**config.mk**
```make
export PLATFORM = sky130hd
export DESIGN_NAME = rolling_crc64_window_core
export DESIGN_NICKNAME = d
export VERILOG_FILES = /design/src/rtl/core/rcw_pkg.sv /design/src/rtl/core/rcw_front.sv /design/src/rtl/core/rcw_rebuild.sv /design/src/rtl/core/rcw_back.sv /design/src/rtl/core/rolling_crc64_window_core.sv
export SDC_FILE = /design/constraint.sdc
export NUM_CORES = 2
export LEC_CHECK = 0
export CAP_MARGIN = 20
export CORE_MARGIN = 2
export CORE_UTILIZATION = 40
export CTS_CLUSTER_SIZE = 20
export DETAILED_ROUTE_END_ITERATION = 8
export DONT_BUFFER_PORTS = 1
export GPL_ROUTABILITY_DRIVEN = 1
export PLACE_DENSITY = 0.62
export SLEW_MARGIN = 20
export SYNTH_ARGS = -nofsm -noshare
export SYNTH_HDL_FRONTEND = slang
export SYNTH_SLANG_ARGS = --single-unit
```
**constraint.sdc**
```tcl
create_clock -name clock -period 19.77 [get_ports clock]
set_input_delay 5.931 -clock clock [delete_from_list [all_inputs] [get_ports clock]]
set_output_delay 5.931 -clock clock [all_outputs]
set_load 0.01 [all_outputs]
```
**src/rtl/core/rcw_pkg.sv**
```systemverilog
`timescale 1ns / 1ps
package rcw_pkg;

   localparam int CRC_W  = 64;
   localparam int BYTE_W = 8;
   localparam int SIZE_W = 24;

   typedef logic [CRC_W-1:0]  crc_type;
   typedef logic [BYTE_W-1:0] byte_type;
   typedef logic [SIZE_W-1:0] size_type;

   localparam crc_type  POLY_REFLECTED    = 64'hD800_0000_0000_0000;
   localparam crc_type  CRC_ONE           = 64'h8000_0000_0000_0000;
   localparam size_type WINDOW_SIZE_RESET = 24'd40;

   localparam logic [1:0] MODE_LOAD   = 2'd0;
   localparam logic [1:0] MODE_ABSORB = 2'd1;
   localparam logic [1:0] MODE_SLIDE  = 2'd2;

   localparam logic [1:0] OP_LOAD   = 2'd0;
   localparam logic [1:0] OP_ABSORB = 2'd1;
   localparam logic [1:0] OP_SLIDE  = 2'd2;
   localparam logic [1:0] OP_HOLD   = 2'd3;

   typedef struct packed {
      logic [1:0] op;
      crc_type    crc_load;
      byte_type   byte_new;
      byte_type   byte_old;
   } rcw_item_type;

   typedef struct packed {
      crc_type [BYTE_W-1:0] basis;
      crc_type              mask;
   } rcw_tables_type;

   function automatic crc_type crc_step(crc_type r, byte_type b);
      crc_type a;
      a = {r[BYTE_W-1:0] ^ b, {(CRC_W-BYTE_W){1'b0}}};
      return (r >> BYTE_W) ^ a ^ (a >> 1) ^ (a >> 3) ^ (a >> 4);
   endfunction

   function automatic crc_type basis_seed(logic [2:0] k);
      crc_type r;
      r = {byte_type'(1) << k, {(CRC_W-BYTE_W){1'b0}}};
      return r ^ (r >> 1) ^ (r >> 3) ^ (r >> 4);
   endfunction

   function automatic crc_type table_lookup(crc_type [BYTE_W-1:0] basis, byte_type idx);
      crc_type acc;
      acc = '0;
      for (int k = 0; k < BYTE_W; k++) begin
         if (idx[k]) begin
            acc = acc ^ basis[k];
         end
      end
      return acc;
   endfunction

endpackage

```
**src/rtl/core/rcw_front.sv**
```systemverilog
`timescale 1ns / 1ps
module rcw_front
   import rcw_pkg::*;
(
   input  logic         clock,
   input  logic         reset,
   input  logic         req_valid,
   output logic         req_ready,
   input  logic [1:0]   req_mode,
   input  crc_type      req_crc_load,
   input  byte_type     req_byte_new,
   input  byte_type     req_byte_old,
   input  logic         busy,
   output logic         q_valid,
   output rcw_item_type q_item,
   input  logic         q_ready
);

   rcw_item_type item_ff [2];
   logic         wr_ptr_ff, wr_ptr_in;
   logic         rd_ptr_ff, rd_ptr_in;
   logic [1:0]   count_ff, count_in;
   rcw_item_type item_in;
   logic         push, pop;

   always_comb begin
      item_in.crc_load = req_crc_load;
      item_in.byte_new = req_byte_new;
      item_in.byte_old = req_byte_old;
      case (req_mode)
         MODE_LOAD:   item_in.op = OP_LOAD;
         MODE_ABSORB: item_in.op = OP_ABSORB;
         MODE_SLIDE:  item_in.op = OP_SLIDE;
         default:     item_in.op = OP_HOLD;
      endcase
   end

   assign req_ready = (count_ff != 2'd2) && !busy;
   assign q_valid   = (count_ff != 2'd0);
   assign q_item    = item_ff[rd_ptr_ff];
   assign push      = req_valid && req_ready;
   assign pop       = q_valid && q_ready;

   always_comb begin
      wr_ptr_in = push ? !wr_ptr_ff : wr_ptr_ff;
      rd_ptr_in = pop ? !rd_ptr_ff : rd_ptr_ff;
      count_in  = count_ff + 2'(push) - 2'(pop);
   end

   always_ff @(posedge clock) begin
      if (push) begin
         item_ff[wr_ptr_ff] <= item_in;
      end
   end

   always_ff @(posedge clock) begin
      if (reset) begin
         wr_ptr_ff <= 1'b0;
         rd_ptr_ff <= 1'b0;
         count_ff  <= 2'd0;
      end else begin
         wr_ptr_ff <= wr_ptr_in;
         rd_ptr_ff <= rd_ptr_in;
         count_ff  <= count_in;
      end
   end

endmodule

```
**src/rtl/core/rcw_rebuild.sv**
```systemverilog
`timescale 1ns / 1ps
module rcw_rebuild
   import rcw_pkg::*;
(
   input  logic           clock,
   input  logic           reset,
   input  logic           csr_write_enable,
   input  size_type       csr_write_data,
   output logic           busy,
   output rcw_tables_type tables
);

   localparam logic [1:0] ST_IDLE   = 2'd0;
   localparam logic [1:0] ST_SQUARE = 2'd1;
   localparam logic [1:0] ST_APPLY  = 2'd2;

   localparam logic [5:0] MUL_LAST = 6'(CRC_W - 1);
   localparam logic [4:0] BIT_TOP  = 5'(SIZE_W - 1);
   localparam logic [3:0] VEC_MASK = 4'(BYTE_W);

   logic [1:0]           state_ff, state_in;
   size_type             size_ff, size_in;
   logic [4:0]           bit_ff, bit_in;
   logic [5:0]           cnt_ff, cnt_in;
   logic [3:0]           vec_ff, vec_in;
   crc_type              e_ff, e_in;
   crc_type              mul_a_ff, mul_a_in;
   crc_type              mul_b_ff, mul_b_in;
   crc_type              acc_ff, acc_in;
   crc_type [BYTE_W-1:0] basis_ff, basis_in;
   crc_type              mask_ff, mask_in;

   crc_type    acc_step;
   crc_type    e_sq;
   logic [3:0] vec_next;

   function automatic crc_type apply_vec(logic [3:0] v);
      return (v == VEC_MASK) ? '1 : basis_seed(v[2:0]);
   endfunction

   assign acc_step = (acc_ff >> 1) ^ (acc_ff[0] ? POLY_REFLECTED : '0)
                     ^ (mul_b_ff[0] ? mul_a_ff : '0);
   assign e_sq     = size_ff[bit_ff] ? crc_step(acc_step, '0) : acc_step;
   assign vec_next = vec_ff + 4'd1;

   always_comb begin
      state_in = state_ff;
      size_in  = size_ff;
      bit_in   = bit_ff;
      cnt_in   = cnt_ff;
      vec_in   = vec_ff;
      e_in     = e_ff;
      mul_a_in = mul_a_ff;
      mul_b_in = mul_b_ff;
      acc_in   = acc_ff;
      basis_in = basis_ff;
      mask_in  = mask_ff;
      if (csr_write_enable) begin
         state_in = ST_SQUARE;
         size_in  = csr_write_data;
         bit_in   = BIT_TOP;
         cnt_in   = '0;
         mul_a_in = CRC_ONE;
         mul_b_in = CRC_ONE;
         acc_in   = '0;
      end else begin
         case (state_ff)
            ST_IDLE: begin
            end
            ST_SQUARE: begin
               cnt_in   = cnt_ff + 6'd1;
               acc_in   = acc_step;
               mul_b_in = mul_b_ff >> 1;
               if (cnt_ff == MUL_LAST) begin
                  acc_in   = '0;
                  e_in     = e_sq;
                  mul_a_in = e_sq;
                  if (bit_ff == '0) begin
                     state_in = ST_APPLY;
                     vec_in   = '0;
                     mul_b_in = apply_vec('0);
                  end else begin
                     bit_in   = bit_ff - 5'd1;
                     mul_b_in = e_sq;
                  end
               end
            end
            ST_APPLY: begin
               cnt_in   = cnt_ff + 6'd1;
               acc_in   = acc_step;
               mul_b_in = mul_b_ff >> 1;
               if (cnt_ff == MUL_LAST) begin
                  acc_in = '0;
                  if (vec_ff == VEC_MASK) begin
                     mask_in  = acc_step ^ '1;
                     state_in = ST_IDLE;
                  end else begin
                     basis_in[vec_ff[2:0]] = acc_step;
                     vec_in                = vec_next;
                     mul_a_in              = e_ff;
                     mul_b_in              = apply_vec(vec_next);
                  end
               end
            end
            default: begin
               state_in = ST_IDLE;
            end
         endcase
      end
   end

   always_ff @(posedge clock) begin
      if (reset) begin
         state_ff <= ST_SQUARE;
         size_ff  <= WINDOW_SIZE_RESET;
         bit_ff   <= BIT_TOP;
         cnt_ff   <= '0;
         mul_a_ff <= CRC_ONE;
         mul_b_ff <= CRC_ONE;
         acc_ff   <= '0;
      end else begin
         state_ff <= state_in;
         size_ff  <= size_in;
         bit_ff   <= bit_in;
         cnt_ff   <= cnt_in;
         mul_a_ff <= mul_a_in;
         mul_b_ff <= mul_b_in;
         acc_ff   <= acc_in;
      end
   end

   always_ff @(posedge clock) begin
      vec_ff   <= vec_in;
      e_ff     <= e_in;
      basis_ff <= basis_in;
      mask_ff  <= mask_in;
   end

   assign busy         = (state_ff != ST_IDLE);
   assign tables.basis = basis_ff;
   assign tables.mask  = mask_ff;

endmodule

```
**src/rtl/core/rcw_back.sv**
```systemverilog
`timescale 1ns / 1ps
module rcw_back
   import rcw_pkg::*;
(
   input  logic           clock,
   input  logic           reset,
   input  logic           q_valid,
   input  rcw_item_type   q_item,
   output logic           q_ready,
   input  rcw_tables_type tables,
   output logic           rsp_valid,
   input  logic           rsp_ready,
   output crc_type        rsp_crc_out
);

   crc_type crc_ff, crc_in;
   logic    rsp_valid_ff, rsp_valid_in;
   logic    take;

   assign q_ready = !rsp_valid_ff || rsp_ready;
   assign take    = q_valid && q_ready;

   always_comb begin
      crc_in       = crc_ff;
      rsp_valid_in = rsp_valid_ff && !rsp_ready;
      if (take) begin
         rsp_valid_in = 1'b1;
         case (q_item.op)
            OP_LOAD:   crc_in = q_item.crc_load;
            OP_ABSORB: crc_in = ~crc_step(~crc_ff, q_item.byte_new);
            OP_SLIDE:  crc_in = tables.mask
                                ^ crc_step(tables.mask ^ crc_ff, q_item.byte_new)
                                ^ table_lookup(tables.basis, q_item.byte_old);
            default:   crc_in = crc_ff;
         endcase
      end
   end

   always_ff @(posedge clock) begin
      if (reset) begin
         crc_ff       <= '0;
         rsp_valid_ff <= 1'b0;
      end else begin
         crc_ff       <= crc_in;
         rsp_valid_ff <= rsp_valid_in;
      end
   end

   assign rsp_valid   = rsp_valid_ff;
   assign rsp_crc_out = crc_ff;

endmodule

```
**src/rtl/core/rolling_crc64_window_core.sv**
```systemverilog
// A request passes a two-entry queue, then one output register that presents its response.
// Throughput: one item per cycle unless a table rebuild or rsp_ready low holds the flow.
// Reset and every csr write start a table rebuild (24 squaring and 9 product passes of
// a bit-serial GF(2) multiplier); req_ready is low meanwhile.
// Reset is synchronous, active high; it clears the CRC and loads a window size of 40.
`timescale 1ns / 1ps
module rolling_crc64_window_core
   import rcw_pkg::*;
(
   input  logic     clock,
   input  logic     reset,
   input  logic     req_valid,
   output logic     req_ready,
   input  logic [1:0] req_mode,
   input  crc_type  req_crc_load,
   input  byte_type req_byte_new,
   input  byte_type req_byte_old,
   output logic     rsp_valid,
   input  logic     rsp_ready,
   output crc_type  rsp_crc_out,
   input  logic     csr_write_enable,
   input  size_type csr_write_data
);

   logic           busy;
   logic           q_valid;
   logic           q_ready;
   rcw_item_type   q_item;
   rcw_tables_type tables;

   rcw_front u_front (
      .clock        (clock),
      .reset        (reset),
      .req_valid    (req_valid),
      .req_ready    (req_ready),
      .req_mode     (req_mode),
      .req_crc_load (req_crc_load),
      .req_byte_new (req_byte_new),
      .req_byte_old (req_byte_old),
      .busy         (busy),
      .q_valid      (q_valid),
      .q_item       (q_item),
      .q_ready      (q_ready)
   );

   rcw_rebuild u_rebuild (
      .clock            (clock),
      .reset            (reset),
      .csr_write_enable (csr_write_enable),
      .csr_write_data   (csr_write_data),
      .busy             (busy),
      .tables           (tables)
   );

   rcw_back u_back (
      .clock       (clock),
      .reset       (reset),
      .q_valid     (q_valid),
      .q_item      (q_item),
      .q_ready     (q_ready),
      .tables      (tables),
      .rsp_valid   (rsp_valid),
      .rsp_ready   (rsp_ready),
      .rsp_crc_out (rsp_crc_out)
   );

endmodule

```
=== After elaboration in Yosys (flattened, before gate mapping) ===
Memory sizes are Yosys's and may differ from the RTL's. A register that Yosys moved wholly into a read port is not among the register bits.
Index checks and enable logic that the tools add are counted.

* Bits in writable memories: 164
* Input port bits: 111
* Memories: 1
* Flip-flop bits (word level): 942
* Output and inout bits: 66
* Word-level logic and storage cells: 173

{| class="wikitable"
|+ Memory list
! name !! depth !! bits a word !! rd ports !! clocked after memory_dff !! wr ports !! line !! text
|-
| u_front.item_ff || 2 || 82 || 1 || 1 || 1 || rcw_front.sv:19 || <nowiki>rcw_item_type item_ff [2];</nowiki>
|}

* Bitwise logic cells: 36
* Reduce and logical (&&, ||, !) cells: 29
* Eq/ne operators: 15
* Shifts and indexed selects: 1
* Add/sub/neg operators: 5
* $lt $le $gt $ge: 3
* Mux-type cells: 60

{| class="wikitable"
|+ Operator list
! kind !! count
|-
| $mux 64 || 37
|-
| $xor 64x64->64 || 11
|-
| $bwmux 512 || 1
|-
| $pmux 64 s2 || 2
|-
| $xor 64x60->64 || 4
|-
| $xor 64x61->64 || 4
|-
| $xor 64x63->64 || 4
|-
| $demux 64 s3 || 1
|-
| $not 64->64 || 3
|-
| $pmux 64 s3 || 1
|-
| $xor 56x64->64 || 3
|-
| $xor 63x64->64 || 1
|-
| $mux 4 || 4
|-
| $xor 8x8->8 || 2
|-
| $pmux 2 s3 || 2
|-
| $reduce_and 4->1 || 3
|-
| $eq 4x4->1 const B || 2
|-
| $mux 2 || 4
|-
| $ne 2x1->1 const B || 4
|-
| $pmux 4 s2 || 1
|-
| $shl 1x3->8 const A || 1
|-
| $add 6x1->6 const B || 1
|-
| $eq 2x1->1 const B || 3
|-
| $eq 2x2->1 const B || 3
|-
| 24 further kinds || 47
|}

=== Depth between registers and ports, before layout ===
* Word-level depth: 34
* Mapped depth: 13
* Gate-level depth less buffers: 10

=== By module ===
A second synthesis with hierarchy kept.

* Cells, all modules: 4069
* Area, all modules: 50023.0 sq um

{| class="wikitable"
|+ By module, submodules not included
! module !! area an instance (sq um) !! cells each !! sequential area each (sq um) !! times used
|-
| rcw_rebuild || 31914.4 || 2225 || 23922.9 || 1
|-
| rcw_back || 11911.4 || 1560 || 1301.2 || 1
|-
| rcw_front || 6197.2 || 284 || 5024.8 || 1
|}

=== Worst setup path after synthesis ===
Ideal clock, no wire load.

* Path type: input-to-reg
* Start: in csr_write_enable
* End: reg u_rebuild.e_ff[0] (enable)
* Required time: 19192 ps
* Arrival: 11200 ps
* Library setup time: 578 ps
* Path buffers: 2
* Stages: 3
* Setup slack: 7992 ps
* Cell sequence: buf_1 buf_1 nor3b_1

* Word-level cells in the longest chain between the ends: 2

{| class="wikitable"
|+ Ends and longest elaborated chain
! what !! line !! text
|-
| from (decl) || rolling_crc64_window_core.sv:21 || <nowiki>input logic csr_write_enable,</nowiki>
|-
| $not 1->1 (no source line) || n/a ||
|-
| $reduce_and 3->1 (no source line) || n/a ||
|-
| to (signal assigned) || rcw_rebuild.sv:134 || <nowiki>e_ff <= e_in;</nowiki>
|-
| to (decl) || rcw_rebuild.sv:26 || <nowiki>crc_type e_ff, e_in;</nowiki>
|}

No other way between the ends.
A chain may end at the register's enable or synchronous reset.

=== Worst setup path after layout ===
* Start: in csr_write_enable
* End: reg u_rebuild.basis_ff (netlist bit u_rebuild.tables[410]) (enable)

* Word-level cells in the longest chain between the ends: 2

{| class="wikitable"
|+ Ends and longest elaborated chain
! what !! line !! text
|-
| $not 1->1 (no source line) || n/a ||
|-
| $reduce_and 4->1 (no source line) || n/a ||
|-
| to (signal assigned) || rcw_rebuild.sv:135 || <nowiki>basis_ff <= basis_in;</nowiki>
|-
| to (decl) || rcw_rebuild.sv:30 || <nowiki>crc_type [BYTE_W-1:0] basis_ff, basis_in;</nowiki>
|}

No other way between the ends.

==> results.md <==
* Main synth FF type: edfxtp_1
* Seq/Total Area, Yosys at approximately three fifths
* H-tree levels at 3
* Achievable Freq at around 130 MHz
* GRT overflow at 0
* Synth warn at 0
* RR Endpoint: u_rebuild.tables[410]
* Post-CTS Hold Buffers at 0
* Number of CTS-inserted buffers at between 100 and 150
* Pwr Density at 110 nW/um^2
* Endpoints failing setup at 0
* Reg power frac at 44.3%
* Vias per inst at roughly 5.4
* Port buffer count at 0
* Crit Path Max Fanout at 43
* Clock power share at 37.1%
* Number of global-route vias before repair at between 20000 and 30000
* Routed WL at between 100000 and 150000 microns
* R2r setup slk at ~15 ns
* Worst Path Arrival at approximately 8.1 ns
* Type of the worst setup path: input pin to flip-flop
* Number of max-cap violations at 0
* Netlist cell types at 57
* CORE AREA at about 120000 sq um
* Root Buffer: clkbuf_16
* Fin. Hold Viols at 0
* Synth top area cells: edfxtp_1 (49%), dfxtp_1 (12%), xnor2_1 (8.8%)
* Final #Nets at 4116
* Share of the synthesized area in the top cell type at 49.1%
* Num Clock Sinks at 1107
* Die Height at about 360 microns
* Initial antenna violation count at 6
* First-pass GRT wire length at between 150000 and 200000 microns
* Inst Count DP at between 5000 and 6000
* Post-CTS Setup Bufs at 0
* Highest routed layer: met5
* Final non-filler cell total at around 5700
* Met1 WL at roughly 58000 microns
* DR vias at just over 30000
* Die ar. at roughly 130000 sq um
* Setup TNS at 0 ns
* Psw at 1660 uW
* Critical path capture point: u_rebuild.tables[410]
* Ys async rst share at 0%
* Combinational share of power at approximately a fifth
* Final ANT Viol Nets at 0
* Period utilization at just under 40%
* Sw Share at a little over a quarter
* 1st-iter DRT viols at approximately 3500
* Unrepaired setup endpoints after global routing: false
* Yosys top cell by area: edfxtp_1
* EDFF count, synth at roughly 810
* Post_cts resized at 0
* Most instantiated cells after synthesis: edfxtp_1 (808), nand2_1 (703), xnor2_1 (498)
* Crit path launch: csr_write_enable
* # rows at 128
* Reg-to-Reg Start: u_rebuild.vec_ff[0]
* Clock latency on the worst-skew pair at around 0.70 ns
* Met3 WL at about 11000 microns
* Hpwl dp at roughly 86000 microns
* Reg2Reg Depth at 9
* GPL Wtd Cong at slightly above 0.8
* Pleak at roughly 0.019 uW
* Syn_area_per_cell at about 12 sq um
* Die span in x at between 300 and 400 microns
* Status: finished, final reports clean
* DR WL/cell at ~24 microns
* DRC viols at 0
* Post-route minimum period at roughly 7.8 ns
* Proportion of layout cells with a drive suffix above 1 at a little under 9%
* Area delta synth->final at 11.3%
* Initial core utilization at between 40% and 50%
* Pin count of the biggest net entering global routing at ~110
* Worst-Margin Slew at 1.12 ns
* HP Class: flip-flop to flip-flop
* Met2 WL at 63900 microns
* Syn Inst Count at roughly 4100
* Flops & latches, synth at 1107
* Slew Limit Headroom at between 20 and 25%
* I/O pin cnt at approximately 180
* Slew Viols, Final at 0
* Crit start category: input pin
* Req. time, crit path at approximately 20 ns
* Gr usage total at between 20% and 30%
* Crit. End Element: flip-flop
* TritonCTS clock tree: built
* Mapped cell area at 49400 sq um
* Clock tree buffer depth at 3
* Internal power at approximately 4400 uW
* Mapped Nets at around 4200
* Maximum vdd ir drop at 0.0725 mV
* Drt first pass iters at 6
* CTS clk-pin slew, worst paths at around 0.06 ns
* Most common cell in the synthesized netlist: edfxtp_1
* Clock Skew at about 0.026 ns
state kept, by name, indices dropped and copies added, names as in the netlist, 24 cells and up, named ones only:
register and flops:
u_rebuild.e_ff 64, u_back.rsp_crc_out 64, u_front.item_ff 164, u_rebuild.mul_b_ff 64
u_rebuild.acc_ff 64, u_rebuild.mul_a_ff 64, u_rebuild.tables 512, u_rebuild.size_ff 24
u_rebuild.mask_ff 64
metrics by stage:
step                      area [sq um]  power [uW]  worst slack (ns)  hold WS, ns  utilization [%]
after floorplan                  49400        3520              7.99        0.421                -
after global placement           51100        3830             11.30        0.435             41.8
after detailed placement         51100        3840             11.26        0.439             41.8
after CTS                        55000        6060             11.97        0.453             45.0
after global routing             55000        6230             11.90        0.475             45.0
final                            55000        6030             11.99        0.453             45.0
worst min path at each step:
stage / to / slack (ns) / cells after the start / from
2_1_floorplan: u_rebuild.mul_b_ff[56] / 0.42 / 1 / u_rebuild.mul_b_ff[56]
5_1_grt: u_rebuild.mul_a_ff[54] / 0.48 / 2 / u_rebuild.mul_a_ff[54]
3_5_place_dp: u_rebuild.mul_b_ff[56] / 0.44 / 1 / u_rebuild.mul_b_ff[56]
4_1_cts: u_rebuild.mul_a_ff[54] / 0.45 / 2 / u_rebuild.mul_a_ff[54]
3_3_place_gp: u_rebuild.mul_b_ff[56] / 0.43 / 1 / u_rebuild.mul_b_ff[56]
6_report: u_rebuild.mul_a_ff[54] / 0.45 / 2 / u_rebuild.mul_a_ff[54]
logic make-up after synthesis:
logic type	share of synthesized area (%)
XOR/XNOR	15.0
adder cells (fa/ha/maj)	0.430
multiplexers	3.78
flip-flops	61.2
buffers and inverters	2.76
AND/OR/NAND/NOR	8.19
AO/OA/AOI/OAI	8.65
critical path: stages:
cell and delay [ns]:
or3_1 0.53, nor2_4 0.78, buf_4 0.78
layer usage:
| layer | track usage (%) | vias to the layer above |
|---|---|---|
| met4 | 6.98 | 2 |
| li1 | - | 14000 |
| met5 | 0 | - |
| met2 | 34.2 | 1178 |
| met1 | 29.0 | 15300 |
| met3 | 3.66 | 196 |
cell type report:
cell class,instances,area [sq um]
clock inverters,60,712
multi-input cells,2619,18000
fillers,11000,67200
well taps,1625,2030
clock buffers,146,3190
inverters,85,320
flip-flops and latches,1107,30300
repair buffers,67,503
diodes,1,2.50
cell usage in the layout, fill, tap and decap left out, types with 51 or more instances in the layout:
cell and instances:
xnor3_1 70, mux2i_1 164, a221o_1 53, edfxtp_1 808, a31oi_1 55, buf_4 67
xnor2_1 496, nor2_1 206, o21ai_0 142, a22oi_1 53, dfxtp_1 297, xor2_1 151
clkbuf_16 115, a21oi_1 215, a21oi_2 51, inv_1 84, nand2_1 703, o21bai_1 52
power by group through the flow:
stage	Sequential (uW)	Clock [uW]	Combinational, uW
floorplan	2630	0	890
global placement	2720	0	1110
detailed placement	2720	0	1120
CTS	2670	2260	1120
global route	2670	2350	1210
finish	2670	2240	1120
(Power assumes the default switching activity.)
